$ cat src/ddfd_pkg.sv
// ----------------------------------------------------------------------------
// Frame detector package
// Shared widths, register indexes, frame modes and channel payload types.
// ----------------------------------------------------------------------------
package ddfd_pkg;

   localparam int STAMP_W  = 48;
   localparam int TICK_W   = 47;
   localparam int VALUE_W  = 32;
   localparam int COUNT_W  = 32;
   localparam int SUM_W    = 48;
   localparam int PROD_W   = 64;
   localparam int CSR_IDX_W  = 3;
   localparam int CSR_DATA_W = 32;

   localparam logic [63:0] LIMIT_RESET_UNITS = 64'd1000;

   localparam logic [1:0] FRAME_MODE_THRESHOLD = 2'd0;
   localparam logic [1:0] FRAME_MODE_DELTA     = 2'd1;
   localparam logic [1:0] FRAME_MODE_AGGREGATE = 2'd2;

   localparam logic [CSR_IDX_W-1:0] REG_FRAME_MODE       = 3'd0;
   localparam logic [CSR_IDX_W-1:0] REG_REPORT_ON_UPDATE = 3'd1;
   localparam logic [CSR_IDX_W-1:0] REG_AGGREGATE_KIND   = 3'd2;
   localparam logic [CSR_IDX_W-1:0] REG_LEVEL_THRESHOLD  = 3'd3;
   localparam logic [CSR_IDX_W-1:0] REG_DELTA_LIMIT      = 3'd4;
   localparam logic [CSR_IDX_W-1:0] REG_AGGREGATE_LIMIT  = 3'd5;

   localparam logic AGGREGATE_KIND_SUM = 1'b1;

   typedef struct packed {
      logic [1:0]                frame_mode;
      logic                      report_on_update;
      logic                      aggregate_kind;
      logic signed [VALUE_W-1:0] level_threshold;
      logic [VALUE_W-2:0]        delta_limit;
      logic signed [VALUE_W-1:0] aggregate_limit;
   } cfg_type;

   typedef struct packed {
      logic                      load;
      logic signed [VALUE_W-1:0] value;
   } limit_load_type;

   typedef struct packed {
      logic               did_close;
      logic               did_update;
      logic               did_open;
      logic               report_valid;
      logic [TICK_W-1:0]  report_start;
      logic [TICK_W-1:0]  report_end;
      logic [COUNT_W-1:0] report_size;
   } result_type;

endpackage

$ cat src/ddfd_if.sv
// ----------------------------------------------------------------------------
// Frame detector channel interfaces
// Tuple request, frame result and register write channels.
// ----------------------------------------------------------------------------
interface ddfd_req_if;
   import ddfd_pkg::*;

   logic                      valid;
   logic                      ready;
   logic signed [STAMP_W-1:0] stamp;
   logic signed [VALUE_W-1:0] sample_value;

   modport source (output valid, output stamp, output sample_value, input ready);
   modport sink   (input valid, input stamp, input sample_value, output ready);
endinterface

interface ddfd_rsp_if;
   import ddfd_pkg::*;

   logic               valid;
   logic               ready;
   logic               did_close;
   logic               did_update;
   logic               did_open;
   logic               report_valid;
   logic [TICK_W-1:0]  report_start;
   logic [TICK_W-1:0]  report_end;
   logic [COUNT_W-1:0] report_size;

   modport source (output valid, output did_close, output did_update, output did_open,
                   output report_valid, output report_start, output report_end,
                   output report_size, input ready);
   modport sink   (input valid, input did_close, input did_update, input did_open,
                   input report_valid, input report_start, input report_end,
                   input report_size, output ready);
   modport monitor (input valid, input ready, input did_close, input did_update,
                    input did_open, input report_valid, input report_start,
                    input report_end, input report_size);
endinterface

interface ddfd_csr_if;
   import ddfd_pkg::*;

   logic                  valid;
   logic                  ready;
   logic [CSR_IDX_W-1:0]  index;
   logic [CSR_DATA_W-1:0] data;

   modport source (output valid, output index, output data, input ready);
   modport sink   (input valid, input index, input data, output ready);
endinterface

$ cat src/ddfd_csr.sv
// ----------------------------------------------------------------------------
// Frame detector configuration registers
// Holds the six control registers and flags writes of the aggregate limit.
// ----------------------------------------------------------------------------
module ddfd_csr #(
   parameter int FRAC_BITS = 16
) (
   input  logic                            clock,
   input  logic                            reset,
   input  logic                            write,
   input  logic [ddfd_pkg::CSR_IDX_W-1:0]  index,
   input  logic [ddfd_pkg::CSR_DATA_W-1:0] data,
   output ddfd_pkg::cfg_type               cfg,
   output ddfd_pkg::limit_load_type        limit_load
);
   import ddfd_pkg::*;

   localparam logic [63:0] ONE_Q       = 64'd1 << FRAC_BITS;
   localparam logic [63:0] LIMIT_RESET = LIMIT_RESET_UNITS * ONE_Q;

   cfg_type cfg_ff;
   cfg_type cfg_in;

   always_comb begin
      cfg_in = cfg_ff;
      if (write) begin
         unique case (index)
            REG_FRAME_MODE:       cfg_in.frame_mode       = data[1:0];
            REG_REPORT_ON_UPDATE: cfg_in.report_on_update = data[0];
            REG_AGGREGATE_KIND:   cfg_in.aggregate_kind   = data[0];
            REG_LEVEL_THRESHOLD:  cfg_in.level_threshold  = $signed(data);
            REG_DELTA_LIMIT:      cfg_in.delta_limit      = data[VALUE_W-2:0];
            REG_AGGREGATE_LIMIT:  cfg_in.aggregate_limit  = $signed(data);
            default:              cfg_in = cfg_ff;
         endcase
      end
   end

   always_ff @(posedge clock) begin
      if (reset) begin
         cfg_ff.frame_mode       <= FRAME_MODE_THRESHOLD;
         cfg_ff.report_on_update <= 1'b0;
         cfg_ff.aggregate_kind   <= AGGREGATE_KIND_SUM;
         cfg_ff.level_threshold  <= $signed(LIMIT_RESET[VALUE_W-1:0]);
         cfg_ff.delta_limit      <= LIMIT_RESET[VALUE_W-2:0];
         cfg_ff.aggregate_limit  <= $signed(LIMIT_RESET[VALUE_W-1:0]);
      end else begin
         cfg_ff <= cfg_in;
      end
   end

   assign cfg              = cfg_ff;
   assign limit_load.load  = write && (index == REG_AGGREGATE_LIMIT);
   assign limit_load.value = $signed(data);
endmodule

$ cat src/ddfd_core.sv
// ----------------------------------------------------------------------------
// Frame detector decision core
// Frame state and the close, update and open decisions for one tuple.
// ----------------------------------------------------------------------------
module ddfd_core #(
   parameter int FRAC_BITS = 16
) (
   input  logic                                clock,
   input  logic                                reset,
   input  ddfd_pkg::cfg_type                   cfg,
   input  ddfd_pkg::limit_load_type            limit_load,
   input  logic                                step,
   input  logic signed [ddfd_pkg::STAMP_W-1:0] stamp,
   input  logic signed [ddfd_pkg::VALUE_W-1:0] sample_value,
   output ddfd_pkg::result_type                result
);
   import ddfd_pkg::*;

   localparam logic [63:0] ONE_Q     = 64'd1 << FRAC_BITS;
   localparam logic [63:0] MINUS_ONE = 64'd0 - ONE_Q;
   localparam logic signed [SUM_W-1:0] SUM_MAX = {1'b0, {(SUM_W-1){1'b1}}};
   localparam logic signed [SUM_W-1:0] SUM_MIN = {1'b1, {(SUM_W-1){1'b0}}};
   localparam logic [COUNT_W-1:0] COUNT_MAX = '1;

   logic                       active_ff, active_in;
   logic [COUNT_W-1:0]         count_ff, count_in;
   logic signed [VALUE_W-1:0]  ref_ff, ref_in;
   logic signed [SUM_W-1:0]    sum_ff, sum_in;
   logic [TICK_W-1:0]          start_ff, start_in;
   logic [TICK_W-1:0]          last_ff, last_in;
   logic signed [PROD_W-1:0]   prod_ff, prod_in;

   logic                       ignore;
   logic [TICK_W-1:0]          tick;
   logic [VALUE_W:0]           diff;
   logic [VALUE_W:0]           abs_diff;
   logic                       below_level;
   logic                       delta_hit;
   logic                       aggregate_hit;
   logic                       close_cond;
   logic                       open_cond;
   logic                       closed;
   logic                       updated;
   logic                       opened;
   logic [COUNT_W-1:0]         count_next;
   logic [SUM_W:0]             sum_wide;
   logic signed [SUM_W-1:0]    sum_sat;
   logic signed [PROD_W-1:0]   limit_wide;
   logic signed [PROD_W:0]     prod_full;

   always_comb begin
      tick        = stamp[TICK_W-1:0];
      ignore      = stamp[STAMP_W-1] || (cfg.frame_mode != FRAME_MODE_THRESHOLD &&
                    cfg.frame_mode != FRAME_MODE_DELTA && cfg.frame_mode != FRAME_MODE_AGGREGATE);
      below_level = sample_value < cfg.level_threshold;
      diff        = {ref_ff[VALUE_W-1], ref_ff} - {sample_value[VALUE_W-1], sample_value};
      abs_diff    = diff[VALUE_W] ? ((VALUE_W+1)'(0) - diff) : diff;
      delta_hit   = abs_diff >= {2'b00, cfg.delta_limit};
      limit_wide  = $signed({{(PROD_W-VALUE_W){cfg.aggregate_limit[VALUE_W-1]}},
                             cfg.aggregate_limit});
      if (cfg.aggregate_kind == AGGREGATE_KIND_SUM) begin
         aggregate_hit = sum_ff >= $signed(limit_wide[SUM_W-1:0]);
      end else begin
         aggregate_hit = $signed({{(PROD_W-SUM_W){sum_ff[SUM_W-1]}}, sum_ff}) >= prod_ff;
      end

      unique case (cfg.frame_mode)
         FRAME_MODE_THRESHOLD: close_cond = below_level;
         FRAME_MODE_DELTA:     close_cond = delta_hit;
         FRAME_MODE_AGGREGATE: close_cond = aggregate_hit;
         default:              close_cond = 1'b0;
      endcase
      open_cond = (cfg.frame_mode == FRAME_MODE_THRESHOLD) ? !below_level : 1'b1;

      closed  = !ignore && active_ff && close_cond;
      updated = !ignore && active_ff && !close_cond;
      opened  = !ignore && !updated && open_cond;

      count_next = (count_ff == COUNT_MAX) ? count_ff : count_ff + 1'b1;
      sum_wide   = {sum_ff[SUM_W-1], sum_ff} +
                   {{(SUM_W+1-VALUE_W){sample_value[VALUE_W-1]}}, sample_value};
      if (sum_wide[SUM_W] != sum_wide[SUM_W-1]) begin
         sum_sat = sum_wide[SUM_W] ? SUM_MIN : SUM_MAX;
      end else begin
         sum_sat = $signed(sum_wide[SUM_W-1:0]);
      end
      prod_full = limit_load.value * $signed({1'b0, count_ff});
   end

   always_comb begin
      active_in = active_ff;
      count_in  = count_ff;
      ref_in    = ref_ff;
      sum_in    = sum_ff;
      start_in  = start_ff;
      last_in   = last_ff;
      prod_in   = prod_ff;
      if (step) begin
         if (closed) begin
            active_in = 1'b0;
         end
         if (updated) begin
            count_in = count_next;
            sum_in   = sum_sat;
            last_in  = tick;
            if (count_ff != COUNT_MAX) begin
               prod_in = prod_ff + limit_wide;
            end
         end
         if (opened) begin
            active_in = 1'b1;
            count_in  = {{(COUNT_W-1){1'b0}}, 1'b1};
            sum_in    = $signed({{(SUM_W-VALUE_W){sample_value[VALUE_W-1]}}, sample_value});
            ref_in    = sample_value;
            start_in  = tick;
            last_in   = tick;
            prod_in   = limit_wide;
         end
      end else if (limit_load.load) begin
         prod_in = prod_full[PROD_W-1:0];
      end
   end

   always_ff @(posedge clock) begin
      if (reset) begin
         active_ff <= 1'b0;
         count_ff  <= '0;
         ref_ff    <= $signed(MINUS_ONE[VALUE_W-1:0]);
         sum_ff    <= '0;
         start_ff  <= '0;
         last_ff   <= '0;
         prod_ff   <= '0;
      end else begin
         active_ff <= active_in;
         count_ff  <= count_in;
         ref_ff    <= ref_in;
         sum_ff    <= sum_in;
         start_ff  <= start_in;
         last_ff   <= last_in;
         prod_ff   <= prod_in;
      end
   end

   always_comb begin
      result            = '0;
      result.did_close  = closed;
      result.did_update = updated;
      result.did_open   = opened;
      if (cfg.report_on_update) begin
         if (updated) begin
            result.report_valid = 1'b1;
            result.report_start = start_ff;
            result.report_end   = tick;
            result.report_size  = count_next;
         end
      end else if (closed) begin
         result.report_valid = 1'b1;
         result.report_start = start_ff;
         result.report_end   = last_ff;
         result.report_size  = count_ff;
      end
   end
endmodule

$ cat src/data_driven_frame_detector.sv
// ----------------------------------------------------------------------------
// Data-driven frame detector
// Splits a stream of (stamp, value) tuples into threshold, delta or
// aggregate frames and returns one result per tuple.
//
//   Channel  Direction  Carries
//   req_bus  in         stamp, sample_value
//   rsp_bus  out        action flags and frame report
//   csr_bus  in         register index and write data
//
// A tuple passes the input register, then the output register; one tuple is
// accepted every cycle unless the result side stalls, and the frame state is
// updated as its result is registered. Reset is synchronous; it restores the
// valid flags, control registers and frame state. A stalled result holds in
// the output register while one more tuple waits in the input register.
// ----------------------------------------------------------------------------
module data_driven_frame_detector #(
   parameter int FRAC_BITS = 16
) (
   input logic        clock,
   input logic        reset,
   ddfd_req_if.sink   req_bus,
   ddfd_rsp_if.source rsp_bus,
   ddfd_csr_if.sink   csr_bus
);
   import ddfd_pkg::*;

   logic                      in_valid_ff, in_valid_in;
   logic signed [STAMP_W-1:0] in_stamp_ff;
   logic signed [VALUE_W-1:0] in_value_ff;
   logic                      out_valid_ff, out_valid_in;
   result_type                out_result_ff;
   result_type                core_result;
   cfg_type                   cfg;
   limit_load_type            limit_load;
   logic                      out_free;
   logic                      step;
   logic                      req_take;

   assign out_free      = !out_valid_ff || rsp_bus.ready;
   assign step          = in_valid_ff && out_free;
   assign req_bus.ready = !in_valid_ff || out_free;
   assign req_take      = req_bus.valid && req_bus.ready;
   assign csr_bus.ready = 1'b1;

   ddfd_csr #(.FRAC_BITS(FRAC_BITS)) u_csr (
      .clock      (clock),
      .reset      (reset),
      .write      (csr_bus.valid),
      .index      (csr_bus.index),
      .data       (csr_bus.data),
      .cfg        (cfg),
      .limit_load (limit_load)
   );

   ddfd_core #(.FRAC_BITS(FRAC_BITS)) u_core (
      .clock        (clock),
      .reset        (reset),
      .cfg          (cfg),
      .limit_load   (limit_load),
      .step         (step),
      .stamp        (in_stamp_ff),
      .sample_value (in_value_ff),
      .result       (core_result)
   );

   always_comb begin
      in_valid_in = in_valid_ff;
      if (req_take) begin
         in_valid_in = 1'b1;
      end else if (step) begin
         in_valid_in = 1'b0;
      end
      out_valid_in = out_valid_ff;
      if (step) begin
         out_valid_in = 1'b1;
      end else if (rsp_bus.ready) begin
         out_valid_in = 1'b0;
      end
   end

   always_ff @(posedge clock) begin
      if (reset) begin
         in_valid_ff  <= 1'b0;
         out_valid_ff <= 1'b0;
      end else begin
         in_valid_ff  <= in_valid_in;
         out_valid_ff <= out_valid_in;
      end
   end

   always_ff @(posedge clock) begin
      if (req_take) begin
         in_stamp_ff <= req_bus.stamp;
         in_value_ff <= req_bus.sample_value;
      end
      if (step) begin
         out_result_ff <= core_result;
      end
   end

   assign rsp_bus.valid        = out_valid_ff;
   assign rsp_bus.did_close    = out_result_ff.did_close;
   assign rsp_bus.did_update   = out_result_ff.did_update;
   assign rsp_bus.did_open     = out_result_ff.did_open;
   assign rsp_bus.report_valid = out_result_ff.report_valid;
   assign rsp_bus.report_start = out_result_ff.report_start;
   assign rsp_bus.report_end   = out_result_ff.report_end;
   assign rsp_bus.report_size  = out_result_ff.report_size;
endmodule

$ cat src/flat_wrapper.sv
// flat-port wrapper written by rule: the top's interface ports become plain ports
module data_driven_frame_detector_flat import ddfd_pkg::*;
#(
   parameter int FRAC_BITS = 16
)
  (clock, reset, req_bus_valid, req_bus_stamp, req_bus_sample_value, req_bus_ready, rsp_bus_valid, rsp_bus_did_close, rsp_bus_did_update, rsp_bus_did_open, rsp_bus_report_valid, rsp_bus_report_start, rsp_bus_report_end, rsp_bus_report_size, rsp_bus_ready, csr_bus_valid, csr_bus_index, csr_bus_data, csr_bus_ready);
  ddfd_req_if req_bus_i ();
  ddfd_rsp_if rsp_bus_i ();
  ddfd_csr_if csr_bus_i ();
  input logic clock;
  input logic reset;
  input wire logic [$bits(req_bus_i.valid)-1:0] req_bus_valid;
  input wire logic [$bits(req_bus_i.stamp)-1:0] req_bus_stamp;
  input wire logic [$bits(req_bus_i.sample_value)-1:0] req_bus_sample_value;
  output wire logic [$bits(req_bus_i.ready)-1:0] req_bus_ready;
  output wire logic [$bits(rsp_bus_i.valid)-1:0] rsp_bus_valid;
  output wire logic [$bits(rsp_bus_i.did_close)-1:0] rsp_bus_did_close;
  output wire logic [$bits(rsp_bus_i.did_update)-1:0] rsp_bus_did_update;
  output wire logic [$bits(rsp_bus_i.did_open)-1:0] rsp_bus_did_open;
  output wire logic [$bits(rsp_bus_i.report_valid)-1:0] rsp_bus_report_valid;
  output wire logic [$bits(rsp_bus_i.report_start)-1:0] rsp_bus_report_start;
  output wire logic [$bits(rsp_bus_i.report_end)-1:0] rsp_bus_report_end;
  output wire logic [$bits(rsp_bus_i.report_size)-1:0] rsp_bus_report_size;
  input wire logic [$bits(rsp_bus_i.ready)-1:0] rsp_bus_ready;
  input wire logic [$bits(csr_bus_i.valid)-1:0] csr_bus_valid;
  input wire logic [$bits(csr_bus_i.index)-1:0] csr_bus_index;
  input wire logic [$bits(csr_bus_i.data)-1:0] csr_bus_data;
  output wire logic [$bits(csr_bus_i.ready)-1:0] csr_bus_ready;
  assign req_bus_i.valid = req_bus_valid;
  assign req_bus_i.stamp = req_bus_stamp;
  assign req_bus_i.sample_value = req_bus_sample_value;
  assign req_bus_ready = req_bus_i.ready;
  assign rsp_bus_valid = rsp_bus_i.valid;
  assign rsp_bus_did_close = rsp_bus_i.did_close;
  assign rsp_bus_did_update = rsp_bus_i.did_update;
  assign rsp_bus_did_open = rsp_bus_i.did_open;
  assign rsp_bus_report_valid = rsp_bus_i.report_valid;
  assign rsp_bus_report_start = rsp_bus_i.report_start;
  assign rsp_bus_report_end = rsp_bus_i.report_end;
  assign rsp_bus_report_size = rsp_bus_i.report_size;
  assign rsp_bus_i.ready = rsp_bus_ready;
  assign csr_bus_i.valid = csr_bus_valid;
  assign csr_bus_i.index = csr_bus_index;
  assign csr_bus_i.data = csr_bus_data;
  assign csr_bus_ready = csr_bus_i.ready;
  data_driven_frame_detector #(.FRAC_BITS(FRAC_BITS)) u_core (.clock(clock), .reset(reset), .req_bus(req_bus_i), .rsp_bus(rsp_bus_i), .csr_bus(csr_bus_i));
endmodule
$ cat config.mk
export PLATFORM = sky130hd
export DESIGN_NAME = data_driven_frame_detector_flat
export DESIGN_NICKNAME = d
export VERILOG_FILES = /design/src/ddfd_pkg.sv /design/src/ddfd_if.sv /design/src/ddfd_csr.sv /design/src/ddfd_core.sv /design/src/data_driven_frame_detector.sv /design/src/flat_wrapper.sv
export SDC_FILE = /design/constraint.sdc
export NUM_CORES = 2
export LEC_CHECK = 0
export BUFFER_PORTS_ARGS = -buffer_cell sky130_fd_sc_hd__buf_2
export CELL_PAD_IN_SITES_DETAIL_PLACEMENT = 1
export CELL_PAD_IN_SITES_GLOBAL_PLACEMENT = 1
export CORE_AREA = 4 4 395 358
export DETAILED_ROUTE_END_ITERATION = 8
export DIE_AREA = 0 0 399 362
export PLACE_DENSITY = 0.8
export SYNTH_ARGS = -nofsm -noshare
export SYNTH_HDL_FRONTEND = slang
export SYNTH_SLANG_ARGS = --single-unit
$ cat constraint.sdc
create_clock -name clock -period 11.1 [get_ports clock]
set_clock_uncertainty 0.05 [all_clocks]
set_input_delay 1.665 -clock clock [delete_from_list [all_inputs] [get_ports clock]]
set_output_delay 1.665 -clock clock [all_outputs]
set_load 0.03 [all_outputs]
==> Word-level counts from Yosys, hierarchy flattened <==
Cells that the tools add are included.
{ "op_classes": {"addsub": 5, "multipliers": 1, "n_lt_le_gt_ge": 4, "n_eq_ne": 14, "muxes": 27, "reduce_logical": 37} }
{ "op_table": {"columns": ["op", "n"], "rows": [
  ["two-way mux 127 bit", 3],
  ["two-way mux 64 bit", 5],
  ["two-way mux 48 bit", 4],
  ["two-way mux 32 bit", 3],
  ["two-way mux 47 bit", 2],
  ["adder 64 x 32 -> 64 bit", 1],
  ["greater-or-equal comparator 48 x 64 -> 1 bit", 1],
  ["multiplier 32 x 33 -> 64 bit", 1],
  ["adder 48 x 32 -> 49 bit", 1],
  ["greater-or-equal comparator 48 x 32 -> 1 bit", 1],
  ["greater-or-equal comparator 33 x 31 -> 1 bit", 1],
  ["two-way mux 33 bit", 1],
  ["subtractor 1 x 33 -> 33 bit, first input constant", 1],
  ["subtractor 32 x 32 -> 33 bit", 1],
  ["adder 32 x 1 -> 32 bit, second input constant", 1],
  ["equality test 32 bit, second input constant", 1],
  ["< comparator 32 bit", 1],
  ["!= test 32 bit, second input constant", 1],
  ["AND reduction 2 bit", 9],
  ["nonzero test 2 bit", 6],
  ["logical AND 1 bit", 10],
  ["two-way mux 1 bit", 8],
  ["equality test 3 x 2 -> 1 bit, second input constant", 2],
  ["equality test 3 bit, second input constant", 2],
  ["13 further kinds", 21]
]} }
{ "word_totals": {"reg_bits": 582, "in_bits": 120, "output_inout_bits": 133, "word_cells": 112} }

==> Logic depth before layout (Yosys ltp) <==
{ "logic_depth": {"word_depth": 12, "ltp_mapped": 34, "depth_no_buf": 31} }

==> Cells and area by module <==
A second synthesis with hierarchy kept.
{ "hier_totals": {"hier_cells": 8056, "area_unflattened_um2": 70064.7} }
{ "by_module_without_submodules": {"columns": ["module", "n_inst", "cells_each", "area_per_inst_um2", "seq_area_each_um2"], "rows": [
  ["ddfd_core", 1, 7439, 59432.0, 5425.2],
  ["data_driven_frame_detector", 1, 222, 6421.2, 6346.1],
  ["ddfd_csr", 1, 395, 4211.5, 1981.9]
]} }

==> Worst setup path after synthesis <==
No wires, ideal clock.
{ "synth_path": {"kind": "input -> register", "startpoint": "input port csr_bus_data[2]", "endpoint": "register u_core.u_core.prod_ff[63]", "arrival_ps": 9728, "t_required_ps": 10955, "path_slack_ps": 1226, "stages": 29, "path_buffers": 3, "cell_sequence": "clkbuf_1 -> clkbuf_1 -> nand2_1 -> fa_1 -> fa_1 -> fa_1 -> inv_1 -> fa_1 -> inv_1 -> fa_1 -> inv_1 -> fa_1 -> fa_1 -> fa_1 -> ha_1 -> clkbuf_1 -> nand3_1 -> nor3_1 -> nand4_1 -> o32a_1 -> a2111oi_0 -> o2111ai_1 -> a211oi_1 -> a31oi_1 -> o21ai_0 -> nor4_1 -> o31ai_1 -> o211ai_1 -> a221oi_1"} }
{ "synth_between": {"elab_chain_len": 3} }
{ "synth_rtl": {"columns": ["item", "line_no", "text"], "rows": [
  ["start: declaration", "flat_wrapper.sv:27", "input wire logic [$bits(csr_bus_i.data)-1:0] csr_bus_data;"],
  ["multiplier 32 x 33 -> 64 bit", "ddfd_core.sv:87", "prod_full = limit_load.value * $signed({1'b0, count_ff});"],
  ["two-way mux 64 bit", "ddfd_core.sv:119", "end else if (limit_load.load) begin"],
  ["two-way mux 64 bit", "ddfd_core.sv:98", "if (step) begin"],
  ["end signal: assignment", "ddfd_core.sv:140", "prod_ff <= prod_in;"],
  ["end: declaration", "ddfd_core.sv:31", "logic signed [PROD_W-1:0] prod_ff, prod_in;"]
]} }
Every way passes these cells. The select of a mux whose other input is x is not followed.
A chain may end at the register's enable or synchronous reset.

==> Worst setup path in the final report <==
{ "layout_path": {"startpoint": "input port csr_bus_data[10]", "endpoint": "register u_core.u_core.prod_ff[63]"} }
The elaborated chain is that of the path after synthesis.

==> flow_summary.yaml <==
logic_synthesis:
  ys_ff_latch: 582
  syn_area_um2: 68400
  yosysSeqAreaShare: 0.201
  ys.flop_type: "dfxtp_1"
  synth_edf_count: 210
  syn-num-nets: 9533
  synth.distinct_cells: 97
  synthCells: 7903
  syn_avg_cell_area_um2: 8.65
  async_flop_share: 0
  yosysWarnings: 0
sta:
  worst-slew-pin-transition_ps: 1350
  slew_violations: 0
  final.period_utilization: 0.967
  rsz0062_at_grt: "false"
  max_freq_mhz: 93.1
  finalSetupTns_ps: 0
  period_needed_ps: 10740
  slew-limit-headroom: 0.102
  finalHoldViolCount: 0
  finalSetupViolations: 0
power:
  power_density_nw_per_um2: 79.6
  leakage_nw: 33.5
  peakVddDrop_v: 0.000133
cells_and_area:
  syn_to_final_growth_pct: 7.58
  final_common_cell: "nand2_1"
  layout.cells.non_filler: 9818
  final_cell_mix: "nand2_1, inv_1, fa_1"
  fillers: 16200
  nets: 9549
  seq_area_um2: 13800
  multi_input_area_um2: 48200
  finalInstanceArea_um2: 73500
  layout-drive-gt1-share: 0.0700
die:
  ios: 253
  die_y_um: 362
  placementRows: 129
  fp.coreArea_um2: 137000
  die_area_um2: 144000
  initial_core_util: 0.499
  die_x_um: 399
global_route:
  grt_overflow_total: 0
  grt_pass1_vias: 63800
  grt_usage: 0.333
  grt_max_degree: 89
  grt_antenna_before_repair: 18
  grt_pass1_wl_um: 374000
clock_network:
  cts_sinks: 582
  cts-buffers-inserted: 59
  clk_latency_ps: 670
  cts.repair.resized: 0
  cts_tree: "yes"
  ctsRootBufferMaster: "clkbuf_16"
  holdBufCountCts: 0
  clk_pin_slew_ps: 60
  h-tree-depth: 2
  cts.path.max_buffers: 3
  post_cts_buffers: 0
placement:
  dp_hpwl_um: 189000
  gp_congestion: 0.972
  dp.cells: 9692
  detailed_place.area_um2: 71400
  io_buffers: 251
setup_path:
  crit_fanout: 22
  end_kind: "register"
  crit_start: "csr_bus_data[10]"
  r2r_start: "u_core.u_core.count_ff[22]"
  endpoint: "u_core.u_core.prod_ff[63]"
  cp-start-kind: "input port"
  r2r_cells: 27
  arrival_ps: 11250
  rrSetupSlack_ps: 690
  worstSetupPathType: "in -> reg"
  r2r-end: "u_core.u_core.prod_ff[63]"
  required_ps: 11610
detailed_routing:
  first_pass_iters: 5
  finalWirelength_um: 243000
  vias: 59000
  drc: 0
  wl_per_cell_um: 24.7
  drt_iter0_drc: 4701
  antenna_left: 0
  via_per_inst: 6.01
outcome:
  status: "finished clean"
hold_path:
  holdCritPathClass: "reg -> reg"
  min_from: "u_core.u_core.start_ff[12]"
job:
  max_cap_violations: 0
[registers in the layout, indices dropped and copies added (netlist names), 47 cells and up]
register	count
u_core.u_csr.cfg	99
u_core.u_core.prod_ff	64
u_core.in_stamp_ff	48
u_core.u_core.sum_ff	48
u_core.rsp_bus.report_end	47
u_core.rsp_bus.report_start	47
u_core.u_core.last_ff	47
u_core.u_core.start_ff	47
[worst min-delay path by stage]
stage	slack (ps)	cells after the start	end
floorplan	380	2	u_core.u_core.start_ff[0]
global placement	390	2	u_core.u_core.start_ff[2]
detailed placement	390	2	u_core.u_core.start_ff[12]
CTS	400	2	u_core.u_core.start_ff[12]
global route	420	2	u_core.u_core.start_ff[12]
finish	400	2	u_core.u_core.start_ff[12]
[critical path, cell delays in order]
cell and delay (ps):
buf_2 540, nand2_1 150, fa_1 510, inv_1 60
fa_1 420, fa_1 560, fa_1 550, fa_1 520
inv_1 50, fa_1 470, fa_1 560, inv_1 60
fa_1 490, ha_1 430, nand4_1 170, nor3_1 390
nand4_1 150, o32a_1 320, a2111oi_0 520, buf_4 230
o2111ai_1 270, a211oi_1 670, a31oi_1 230, o21ai_0 390
nor4_1 130, o31ai_1 290, o211ai_1 130, a221oi_1 320
[metrics by stage]
stage           util  setup slack (ps)  hold WS [ps]  power (mW)
2_1_floorplan      -              1230           382        3.23
3_3_place_gp   0.521               280           387        3.63
3_5_place_dp   0.521             -19.2           393        3.69
4_1_cts        0.536               591           402        5.84
5_1_grt        0.536              22.4           417        6.08
6_report       0.537               361           402        5.85
[routing by layer]
layer / vias to the layer above / track usage / wire length [um]
met1: 30500 / 0.450 / 101000
met5: - / 0 / 36
met3: 499 / 0.0575 / 19800
li1: 25700 / - / -
met2: 2347 / 0.544 / 113000
met4: 6 / 0.114 / 9000
[cells in the mapped netlist (57+ instances only)]
master,number,share of area
a211oi_1,57,0.0063
a21o_1,158,0.017
a21oi_1,479,0.035
and2_1,301,0.028
clkbuf_1,405,0.022
dfxtp_1,372,0.11
edfxtp_1,210,0.092
fa_1,900,0.26
ha_1,610,0.11
inv_1,1242,0.068
nand2_1,1430,0.079
nand2b_1,62,0.0057
nand3_1,105,0.0077
nor2_1,248,0.014
nor3_1,59,0.0043
o211ai_1,64,0.0070
o21ai_0,182,0.013
xnor2_1,149,0.019
xor2_1,64,0.0082
[logic make-up after synthesis]
family	share of synthesized area
AO/OA/AOI/OAI	0.139
XOR/XNOR	0.0273
adder cells (fa/ha/maj)	0.376
buffers and inverters	0.0943
flip-flops	0.201
multiplexers	0.00121
other	0.0000549
AND/OR/NAND/NOR	0.162
[final cells by class]
class,instances,share of cell area
repair buffers,413,0.0339
clock inverters,22,0.00458
clock buffers,88,0.0233
flip-flops and latches,582,0.187
multi-input cells,5618,0.656
well taps,1834,0.0312
diodes,16,0.000545
inverters,1245,0.0637
[report_power, final]
part	total, mW	switching (mW)	internal, mW
sequential	2.38	0.0819	2.29
clock	2.17	0.937	1.24
combinational	1.30	0.866	0.437
Note: power is estimated with default switching activity, not from simulation.
